<file path="config.mk">
export PLATFORM = sky130hd
export DESIGN_NAME = lsw_cell
export DESIGN_NICKNAME = d
export VERILOG_FILES = /design/src/hdl/per_client_sliding_window_limiter_core_defines.svh /design/src/hdl/lsw_pkg.sv /design/src/hdl/lsw_cell.sv
export SDC_FILE = /design/constraint.sdc
export NUM_CORES = 1
export LEC_CHECK = 0
export BUFFER_PORTS_ARGS = -buffer_cell sky130_fd_sc_hd__buf_4
export CELL_PAD_IN_SITES_DETAIL_PLACEMENT = 1
export CELL_PAD_IN_SITES_GLOBAL_PLACEMENT = 2
export CORE_AREA = 2 2 239 300
export CTS_BUF_LIST = sky130_fd_sc_hd__clkbuf_16
export CTS_CLUSTER_DIAMETER = 150
export DETAILED_ROUTE_END_ITERATION = 7
export DIE_AREA = 0 0 241 302
export GPL_TIMING_DRIVEN = 0
export PLACE_DENSITY = 0.93
export SLEW_MARGIN = 20
export SYNTH_ARGS = -nofsm -noshare
export SYNTH_HDL_FRONTEND = slang
export SYNTH_SLANG_ARGS = --single-unit
</file>
<file path="constraint.sdc">
create_clock -name clk -period 9.62 [get_ports clk]
set_input_delay 0 -clock clk [delete_from_list [all_inputs] [get_ports clk]]
set_output_delay 0 -clock clk [all_outputs]
set_load 0.01 [all_outputs]
</file>
<file path="src/hdl/per_client_sliding_window_limiter_core_defines.svh">
// Assertion macros for the sliding-window limiter core.
// Depends on nothing; the including module supplies clk and rst.
`ifndef PER_CLIENT_SLIDING_WINDOW_LIMITER_CORE_DEFINES_SVH
`define PER_CLIENT_SLIDING_WINDOW_LIMITER_CORE_DEFINES_SVH

// A condition that holds at every clock edge outside reset.
`define LSW_ASSERT(label, cond, msg) \
  label: assert property (@(posedge clk) disable iff (rst) (cond)) else $error(msg);

// An implication checked at every clock edge outside reset.
`define LSW_ASSERT_IMPL(label, ante, cons, msg) \
  label: assert property (@(posedge clk) disable iff (rst) (ante) |-> (cons)) else $error(msg);

`endif

</file>
<file path="src/hdl/lsw_pkg.sv">
// Shared constants and types for the sliding-window limiter core.
// Used by lsw_cell and per_client_sliding_window_limiter_core.
package lsw_pkg;

  localparam int DEF_CLIENT_ENTRIES = 16;
  localparam int DEF_STAMP_SLOTS    = 8;
  localparam int DEF_TIME_BITS      = 32;

  localparam logic [3:0]  RST_MAX_REQUESTS   = 4'd5;
  localparam logic [15:0] RST_WINDOW_SECONDS = 16'd60;

  localparam logic [1:0] VERDICT_ALLOW  = 2'd0;
  localparam logic [1:0] VERDICT_LIMIT  = 2'd1;
  localparam logic [1:0] VERDICT_NOROOM = 2'd2;

  localparam logic [1:0] REG_MAX_REQUESTS   = 2'd0;
  localparam logic [1:0] REG_WINDOW_SECONDS = 2'd1;

  // Per-cycle commands broadcast to every cell.
  typedef struct packed {
    logic eval;
    logic commit;
  } lsw_ctl_t;

  // Candidate flags, also carried along the chain as "seen before here".
  typedef struct packed {
    logic match;
    logic free;
    logic allexp;
  } lsw_flag_t;

endpackage

</file>
<file path="src/hdl/lsw_cell.sv">
// One client entry of the limiter: key, used bit and its timestamp slots.
// Depends on lsw_pkg; chained by per_client_sliding_window_limiter_core.
module lsw_cell #(
  parameter int STAMP_SLOTS = lsw_pkg::DEF_STAMP_SLOTS,
  parameter int TIME_BITS   = lsw_pkg::DEF_TIME_BITS,
  localparam int CW = $clog2(STAMP_SLOTS + 1)
) (
  input  logic                  clk,
  input  logic                  rst,
  input  lsw_pkg::lsw_ctl_t     ctl,
  input  logic [31:0]           addr,
  input  logic [TIME_BITS-1:0]  now,
  input  logic [15:0]           window,
  input  logic [CW-1:0]         limit,
  input  logic                  any_match,
  input  logic                  any_free,
  input  lsw_pkg::lsw_flag_t    prior_in,
  output lsw_pkg::lsw_flag_t    prior_out,
  output logic                  sel,
  output logic                  allow,
  output logic [CW-1:0]         count
);

  logic                 used;
  logic [31:0]          key;
  logic [STAMP_SLOTS-1:0] live;
  logic [TIME_BITS-1:0] stamp [STAMP_SLOTS];
  logic [TIME_BITS-1:0] age [STAMP_SLOTS];
  logic [STAMP_SLOTS-1:0] expd;
  logic [STAMP_SLOTS-1:0] exp_q;
  lsw_pkg::lsw_flag_t   flags;
  logic [STAMP_SLOTS-1:0] live_eff;
  logic [STAMP_SLOTS-1:0] ins_mask;
  logic [CW-1:0]        held;

  // Age test of every slot against the window, modulo the time width.
  always_comb begin
    for (int s = 0; s < STAMP_SLOTS; s++) begin
      age[s]  = now - stamp[s];
      expd[s] = 64'(age[s]) > 64'(window);
    end
  end

  // Evaluate step: record the candidate flags and the expired slots.
  always_ff @(posedge clk) begin
    if (rst) begin
      flags <= '0;
    end else if (ctl.eval) begin
      flags.match  <= used && (key == addr);
      flags.free   <= !used;
      flags.allexp <= used && ((live & ~expd) == '0);
    end
  end

  always_ff @(posedge clk) begin
    if (ctl.eval) begin
      exp_q <= expd;
    end
  end

  // Lowest candidate of the chosen kind wins along the chain.
  assign prior_out.match  = prior_in.match  | flags.match;
  assign prior_out.free   = prior_in.free   | flags.free;
  assign prior_out.allexp = prior_in.allexp | flags.allexp;

  always_comb begin
    if (any_match) begin
      sel = flags.match && !prior_in.match;
    end else if (any_free) begin
      sel = flags.free && !prior_in.free;
    end else begin
      sel = flags.allexp && !prior_in.allexp;
    end
  end

  // Surviving stamps, their count and the first empty slot.
  always_comb begin
    logic found;
    found    = 1'b0;
    live_eff = flags.match ? (live & ~exp_q) : '0;
    held     = '0;
    ins_mask = '0;
    for (int s = 0; s < STAMP_SLOTS; s++) begin
      held = held + CW'(live_eff[s]);
    end
    for (int s = 0; s < STAMP_SLOTS; s++) begin
      if (!live_eff[s] && !found) begin
        ins_mask[s] = 1'b1;
        found       = 1'b1;
      end
    end
  end

  assign allow = sel && (held < limit);
  assign count = sel ? (held + CW'(allow)) : '0;

  // Commit step: the selected cell takes the client, stamps if allowed.
  always_ff @(posedge clk) begin
    if (rst) begin
      used <= 1'b0;
      live <= '0;
    end else if (ctl.commit && sel) begin
      used <= 1'b1;
      live <= allow ? (live_eff | ins_mask) : live_eff;
    end
  end

  always_ff @(posedge clk) begin
    if (ctl.commit && sel) begin
      key <= addr;
      for (int s = 0; s < STAMP_SLOTS; s++) begin
        if (allow && ins_mask[s]) begin
          stamp[s] <= now;
        end
      end
    end
  end

endmodule

</file>
; After elaboration in Yosys (flattened, before gate mapping)
; Memory sizes are Yosys's and may differ from the RTL's.
; Index checks and enable logic that the tools add are counted.
; Widths: inputs -> output; s select.
[totals]
rom_bits = 0
latchBits = 0
input_bits = 93
out_inout_bits = 9
ff_bits = 52
elab_cells = 153
ram_bits = 256
n_memories = 1
[classes]
muxes = 64
n_eq_ne = 1
bitwise_logic = 8
reduce_logical = 47
multipliers = 0
order_cmp = 9
addsub = 16
div = 0
shifts = 0
[memory_table]
columns = memory, depth, width, rd, rd_clocked_by_memory_dff, write_ports, line
row1 = stamp, 8, 32, 8, 0, 1, lsw_cell.sv:27  ; logic [TIME_BITS-1:0] stamp [STAMP_SLOTS];
[op_table]
columns = cell, n
row1 = $gt 32x16->1, 8
row2 = $sub 32x32->32, 8
row3 = $mux 32, 7
row4 = $reduce_or 32->1, 7
row5 = $mux 1, 47
row6 = $eq 32x32->1, 1
row7 = $logic_and 1x1->1, 22
row8 = $mux 3, 7
row9 = $add 4x1->4, 5
row10 = $logic_not 1->1, 17
row11 = $and 8x8->8, 2
row12 = $mux 8, 2
row13 = $not 8->8, 2
row14 = $logic_not 8->1, 1
row15 = $or 8x8->8, 1
row16 = $add 3x1->4, 1
row17 = $lt 4x4->1, 1
row18 = $mux 4, 1
row19 = $add 2x1->3, 1
row20 = $or 1x1->1, 3
row21 = $add 1x1->2, 1

; Logic depth before layout (Yosys ltp)
; Gate-level depths: netlist (run 1).
[depth]
word_depth = 30
depth_mapped = 23
depth_no_buf = 23

; Worst setup path before layout (run 1)
; No wires, ideal clock.
[synth_timing]
kind = register to register
startpoint = register flags[2] (netlist bit)
endpoint = memory stamp[0][100] (netlist bit), enable pin
stages_incl_launch_ff = 20
n_path_buf = 1
required_ns = 9.119
arrival_ns = 7.557
setup_ns = 0.501
slack_ns = 1.562
period_less_slack_ns = 8.058
path_cell_list = dfxtp_1 -> clkbuf_1 -> nand2_1 -> nor2_1 -> inv_1 -> fa_1 -> fa_1 -> fa_1 -> inv_1 -> ha_1 -> inv_1 -> fa_1 -> inv_1 -> ha_1 -> a21o_1 -> a21o_1 -> a21oi_1 -> and2_1 -> nand2_1 -> nor4_1
[synth_via]
elab_cells_between_ends = 100
classes_between = add/sub: 7 / order compare: 1 / mux: 54 / reduce/logical: 38
[synth_rtl]
columns = element, line
row1 = "start, declared", lsw_cell.sv:31  ; lsw_pkg::lsw_flag_t flags;
row2 = $mux 8, lsw_cell.sv:80  ; live_eff = flags.match ? (live & ~exp_q) : '0;
row3 = $add 1x1->2, lsw_cell.sv:84  ; held = held + CW'(live_eff[s]);
row4 = $add 2x1->3, lsw_cell.sv:84
row5 = $add 3x1->4, lsw_cell.sv:84
row6 = $add 4x1->4 (4 in series), lsw_cell.sv:84
row7 = $lt 4x4->1, lsw_cell.sv:94  ; assign allow = sel && (held < limit);
row8 = $logic_and 1x1->1 *, lsw_cell.sv:94
row9 = via allow, lsw_cell.sv:20  ; output logic allow,
row10 = $logic_and 1x1->1, lsw_cell.sv:112  ; if (allow && ins_mask[s]) begin
row11 = $mux 1, lsw_cell.sv:112
row12 = $mux 1, lsw_cell.sv:109  ; if (ctl.commit && sel) begin
row13 = $mux 1 (not written as such), lsw_cell.sv:113  ; stamp[s] <= now;
row14 = $reduce_or 32->1 (no line), --
row15 = $mux 3 (no line) / $mux 1 (equally long branches) (7 in series), --
row16 = "end, declared", lsw_cell.sv:27
; The timed path passes the listed nets; every way through them passes the cells marked *.

; Worst setup path after layout (run 1)
[layout_timing]
startpoint = register flags[2] (netlist bit)
endpoint = memory stamp[0][100] (netlist bit), enable pin
[layout_via]
elab_chain_len = 28
elab_cells_between_ends = 100
classes_between = add/sub: 7 / order compare: 1 / mux: 54 / reduce/logical: 38
[layout_rtl]
columns = element
row1 = "parallel branches: the longest is 28 deep, another holds $add 3x1->4"
; Several ways; the timed one is not identified.

==> results.ini, run 1 <==
[clock_network]
numCtsBuffers = 38
clock_path_buffers = 3
cts.sinks = 308
clk_latency_ps = 580
clockRootBuffer = clkbuf_16
clk_pin_slew_worst_paths_ps = 70
cts_tree = yes
post-cts-setup-buffers = 0
post_cts_resized = 0
htreeDepth = 2
cts_hold_buf = 67

[worst_setup_path]
critPathLaunchType = flop
cp.arrival_ps = 7470
crit_required_ps = 9880
crit_type = reg2reg
r2r_setup_slack_ps = 2410
reg2reg_depth = 22
crit_path_end_kind = flop
r2r-start = flags[2]
rr_endpoint = stamp[0][100]
crit_fanout = 10

[hold_path]
holdPathStages = 6
min_from = any_match
hold_path.class = in2reg
holdPathEnd = live[4]

[timing]
fmaxAchievable_mhz = 138.8
worstMarginPinSlew_ps = 923.3
rsz0062_at_grt = no
timing.setup.tns_ps = 0
clock_skew_ps = 46.75
slew_headroom = 0.3838
maxSlewViolCount = 0
fin_crit_sh = 0.7491
finalHoldViolCount = 0
setup_ws_ps = 2414
period_needed_ps = 7206
finalSetupViolations = 0
timing.hold.ws_ps = 127.8

[floorplan]
num_rows = 109
core_area_mm2 = 0.07010
die-height_um = 302
die_w_um = 241
die_area_mm2 = 0.07278
ios = 102
initial_utilization = 0.4068

[synth]
synth_top_area_frac = 0.3117
ys_top_cells_by_count = ha_1 (387), inv_1 (343), a21oi_1 (319)
ys.flop_type = edfxtp_1
synthAdderAreaFrac = 0.1782
synth-simple-area-share = 0.1597
synth_top_family_by_area = compound AO/OA/AOI/OAI gates
synth_edf_count = 296
syn_nets = 3693
syn-cell-area_mm2 = 0.02852
muxShareOfSynthArea = 0.009740
synthArstFlopShare = 0
synth_compound_area_frac = 0.2110
ys_ff_latch = 308
synth_top_area_cell = edfxtp_1
synth_most_common_cell = ha_1
seq_area_frac_synth = 0.3201
synth_area_leaders = edfxtp_1 (31%), ha_1 (17%), a21oi_1 (5.6%)
syn-instance-count = 3201
ys_warn_count = 0
ys_types = 96
synth-xor-area-share = 0.06419
synth_area_per_cell_um2 = 8.909

[drt]
num_vias = 25760
wirelength_um = 99080
final_antenna_net_count = 0
dr.pass1.iters = 5
drc = 0
wl_per_cell_um = 22.54
vias_per_cell = 5.860
drt-initial-drc-count = 1457

[power]
clkPwrFrac = 0.385
p_total_mw = 3.868
p_int_mw = 2.667
p_leak_nw = 13.76
p_seq_frac = 0.381
power.share.combinational = 0.234
switching_share = 0.3106
switching_power_mw = 1.201
cellPowerDensity_mw_per_mm2 = 118.5
ir_worst_vdd_mv = 0.1467

[grt]
antenna_found_initial = 3
grt_pass1_vias = 27020
grt-ovfl-total = 0
grt_pass1_wl_um = 153300
grt_max_degree = 31
grt_usage = 0.2723

[cells_and_area]
fin_nets = 3916
final_util = 0.4657
area_growth_pct = 14.46
drive_above_1_share = 0.07590
postLayoutCellArea_mm2 = 0.03264
fin_cells = 4396

[run]
cap_violations = 0

[placed_design]
dp_hpwl_um = 70250
io_buffers = 101
dpl_cell_area_mm2 = 0.03072
gp_congestion = 0.8733
numPlacedInstances = 4260
dp_slack_ps = 2628

[outcome]
status = finished, final reports clean

==> state kept, by name (all words and copies together) (netlist names) <==
signal and count:
stamp 256, key 32, exp_q 8, live 8, flags 3, used 1
==> cells in the final DEF, fill, tap and decap left out, types with 43 or more instances in the layout <==
cell type        n
a21oi_1        319
nand3_1         59
nand2b_1        50
nand4_1         95
nand2_1        248
nor2_1         197
inv_1          348
ha_1           387
xor2_1          89
nor2b_1         45
a21o_1          71
nor3_1          53
clkbuf_1        56
o21a_1          44
buf_4          104
o21ai_0        157
xnor2_1        120
dlygate4sd3_1   67
o211ai_1        43
edfxtp_1       296
==> power groups by stage <==
stage	logic [mW]	clock network, mW	registers [mW]
floorplan	0.567	0	1.50
global placement	0.842	0	1.50
detailed placement	0.867	0	1.50
CTS	0.898	1.51	1.47
global route	1.00	1.56	1.47
finish	0.906	1.49	1.47
==> layer usage <==
metal / wire length (um) / vias up / global-route usage
met5: 0 / - / 0
met4: 5341 / 0 / 0.1320
met3: 3347 / 236 / 0.02957
met2: 50080 / 516 / 0.4947
met1: 40310 / 12730 / 0.3172
li1: - / 12280 / -
==> layout make-up <==
cell class                 count  area, um^2
buffer                        82       340.3
fill                        8287       37460
antenna                        1       2.502
inverter                     343        1287
clock inverter                29       269.0
tap                          943        1180
clock buffer                  39       975.9
sequential                   308        9129
timing repair buffer         183        1645
multi-input combinational   2468       17810
==> worst max-delay path, cell delays in order (launching register included) <==
cell,delay [ps]
dfxtp_1,340
clkbuf_1,480
nand2_1,110
nor2_1,260
inv_1,150
fa_1,540
fa_1,530
fa_1,540
inv_1,40
ha_1,210
inv_1,80
fa_1,410
inv_1,130
ha_1,240
a21o_1,160
a21o_1,170
a21oi_1,520
and2_1,290
nand2_1,180
nor4_2,670
buf_2,350
buf_2,250
buf_2,250
==> cell families (layout without fill, tap and decap cells) <==
| kind of cell | count (synthesis) | in the layout |
|---|---|---|
| other cells | 0 | 1 |
| xor+xnor | 209 | 209 |
| flops | 308 | 308 |
| buf+inv | 425 | 676 |
| compound gates | 927 | 927 |
| simple gates | 906 | 906 |
| mux | 27 | 27 |
| fa+ha+maj | 399 | 399 |
==> worst max-delay path by stage <==
stage	from	endpoint	slack, ps
final	flags[2]	stamp[0][100]	2410
after global routing	flags[2]	stamp[0][96]	1980
after CTS	flags[2]	stamp[0][96]	2600
after detailed placement	flags[2]	stamp[0][96]	2630
after global placement	flags[2]	stamp[0][96]	-410
after floorplan	flags[2]	stamp[0][100]	1560
(Power assumes the default switching activity.)
==> run 2, diff against run 1 <==
==> constraint.sdc (replaced) <==
create_clock -name clk -period 7.3 [get_ports clk]
set_input_delay 0 -clock clk [delete_from_list [all_inputs] [get_ports clk]]
set_output_delay 0 -clock clk [all_outputs]
set_load 0.01 [all_outputs]
==> results.ini, run 2 (synthesis gave the netlist of run 1 again) <==
[hold_path]
hold_path.class = in2reg
holdPathStages = 2  ; -4

[power]
clkPwrFrac = 0.372  ; -0.013
switching_power_mw = 1.555  ; +29%
p_leak_nw = 13.73  ; -0.17%
switching_share = 0.3119  ; +0.001266
p_total_mw = 4.985  ; +29%
p_int_mw = 3.431  ; +29%
power.share.combinational = 0.238  ; +0.004
p_seq_frac = 0.390  ; +0.009
ir_worst_vdd_mv = 0.1452  ; -1.0%
cellPowerDensity_mw_per_mm2 = 153.1  ; +29%

[drt]
drt-initial-drc-count = 1355  ; -7.0%
final_antenna_net_count = 0  ; unchanged
drc = 0  ; unchanged
dr.pass1.iters = 5  ; unchanged
wl_per_cell_um = 22.39  ; -0.68%
vias_per_cell = 5.853  ; -0.13%
wirelength_um = 98360  ; -0.73%
num_vias = 25720  ; -0.17%

[worst_setup_path]
crit_chain = clkbuf_2 -> nand2_1 -> nor2_1 -> inv_1 -> fa_1 -> fa_1 -> fa_1 -> inv_1 -> ha_1 -> inv_1 -> fa_1 -> inv_1 -> ha_1 -> a21o_1 -> a21o_1 -> a21oi_1 -> and2_1 -> nand2_1 -> nor2_1 -> nand2_1 -> nor2_1 -> nand2_1 -> nor2_4 -> buf_16
r2r_setup_slack_ps = 520  ; -1890 ps
crit_type = reg2reg
crit_required_ps = 7560  ; -2320 ps
cp.arrival_ps = 7040  ; -430 ps
cpPeakStageDelay_ps = 540  ; -130 ps
reg2reg_depth = 24  ; +9.1%
crit_fanout = 23  ; +13
critPathLaunchType = flop
cpMaxStageDelayCell = fa_1
crit_path_end_kind = flop

[timing]
fin_crit_sh = 0.9289  ; +0.1798
slew_headroom = 0.3615  ; -0.02223
timing.setup.tns_ps = 0  ; unchanged
worstMarginPinSlew_ps = 950.4  ; +27.05 ps
period_needed_ps = 6781  ; -425.0 ps
fmaxAchievable_mhz = 147.5  ; +6.3%
rsz0062_at_grt = no
timing.hold.ws_ps = 150.1  ; +22.26 ps
clock_skew_ps = 35.18  ; -11.58 ps
setup_ws_ps = 519.0  ; -1895 ps
finalHoldViolCount = 0  ; unchanged
maxSlewViolCount = 0  ; unchanged
finalSetupViolations = 0  ; unchanged

[cells_and_area]
max_flop_register = stamp
layout.area.seq_mm2 = 0.009129  ; unchanged
drive_above_1_share = 0.07418  ; -0.001717
final_common_cell = ha_1
num_antenna_cells = 0  ; -1
fill_cells = 8273  ; -0.17%
largestRegisters = stamp: 256 flops, key: 32 flops
most-common-layout-cells = ha_1 (387), inv_1 (351), a21oi_1 (319)
final_util = 0.4646  ; -0.001053
fin_nets = 3914  ; -0.051%
fin_cells = 4394  ; -0.045%
multi_input_area_mm2 = 0.01782  ; about the same
postLayoutCellArea_mm2 = 0.03257  ; -0.23%
largest_reg_flops = 256  ; unchanged
area_growth_pct = 14.20

[placed_design]
numPlacedInstances = 4259  ; -0.023%
dp_hpwl_um = 69980  ; -0.38%
dp_slack_ps = 340.1  ; -2288 ps
io_buffers = 101  ; unchanged
gp_congestion = 0.8989  ; +2.9%
dpl_cell_area_mm2 = 0.03074  ; about the same

[run]
cap_violations = 0  ; unchanged

[clock_network]
clk_pin_slew_worst_paths_ps = 70  ; about the same
clockRootBuffer = clkbuf_16
htreeDepth = 2  ; unchanged
clk_latency_ps = 580  ; about the same
post-cts-setup-buffers = 0  ; unchanged
numCtsBuffers = 37  ; -2.6%
clock_path_buffers = 3  ; unchanged
cts.sinks = 308  ; unchanged
cts_tree = yes

[floorplan]
die_area_mm2 = 0.07278  ; unchanged
initial_utilization = 0.4068  ; unchanged
core_area_mm2 = 0.07010  ; unchanged
die_w_um = 241  ; unchanged
ios = 102  ; unchanged
num_rows = 109  ; unchanged
die-height_um = 302  ; unchanged

[grt]
grt_pass1_vias = 27080  ; +0.24%
grt_pass1_wl_um = 151000  ; -1.5%
grt-ovfl-total = 0  ; unchanged
antenna_found_initial = 3  ; unchanged
grt_max_degree = 33  ; +6.5%
grt_usage = 0.2686  ; -0.003685

[outcome]
status = finished, final reports clean

==> run 2: power by group through the flow <==
stage,logic [mW],clock network (mW),registers [mW]
after floorplan,0.747,0,1.98
after global placement,1.10,0,1.98
after detailed placement,1.14,0,1.98
after CTS,1.18,1.88,1.94
after global routing,1.31,1.93,1.94
final,1.19,1.86,1.94
==> run 2: area by class of cell <==
| cell class | instances | share of cell area |
|---|---|---|
| Multi-Input combinational cell | 2468 | 0.5472 |
| Sequential cell | 308 | 0.2803 |
| Timing Repair Buffer | 182 | 0.05060 |
| Inverter | 343 | 0.03953 |
| Tap cell | 943 | 0.03623 |
| Clock buffer | 39 | 0.02997 |
| Buffer | 82 | 0.01049 |
| Clock inverter | 29 | 0.005686 |
==> run 2: timing repair <==
action	in CTS	in global routing
gates resized for setup	0	2
setup endpoints to repair	0	50
hold endpoints to repair	303	0
hold buffers	67	0
==> run 2: layer usage <==
metal  part of all wire  global-route usage
met2               0.50              0.4852
met4              0.057              0.1382
met5                  0                   0
met1               0.40              0.3077
met3              0.041             0.03614
==> run 2: critical path: cells and delay by family, from the launching register on <==
family          cells  cell delay [ps]
simple gates        9             2090
compound gates      3              770
flops               1              340
fa+ha+maj           6             2380
buf+inv             6              840
==> run 2: path summary, 6_finish.rpt <==
kind,startpoint,to
min reg2reg,used,used
min,addr[5],key[5]
max,flags[2],stamp[1][71]
max reg2reg,flags[2],stamp[1][71]
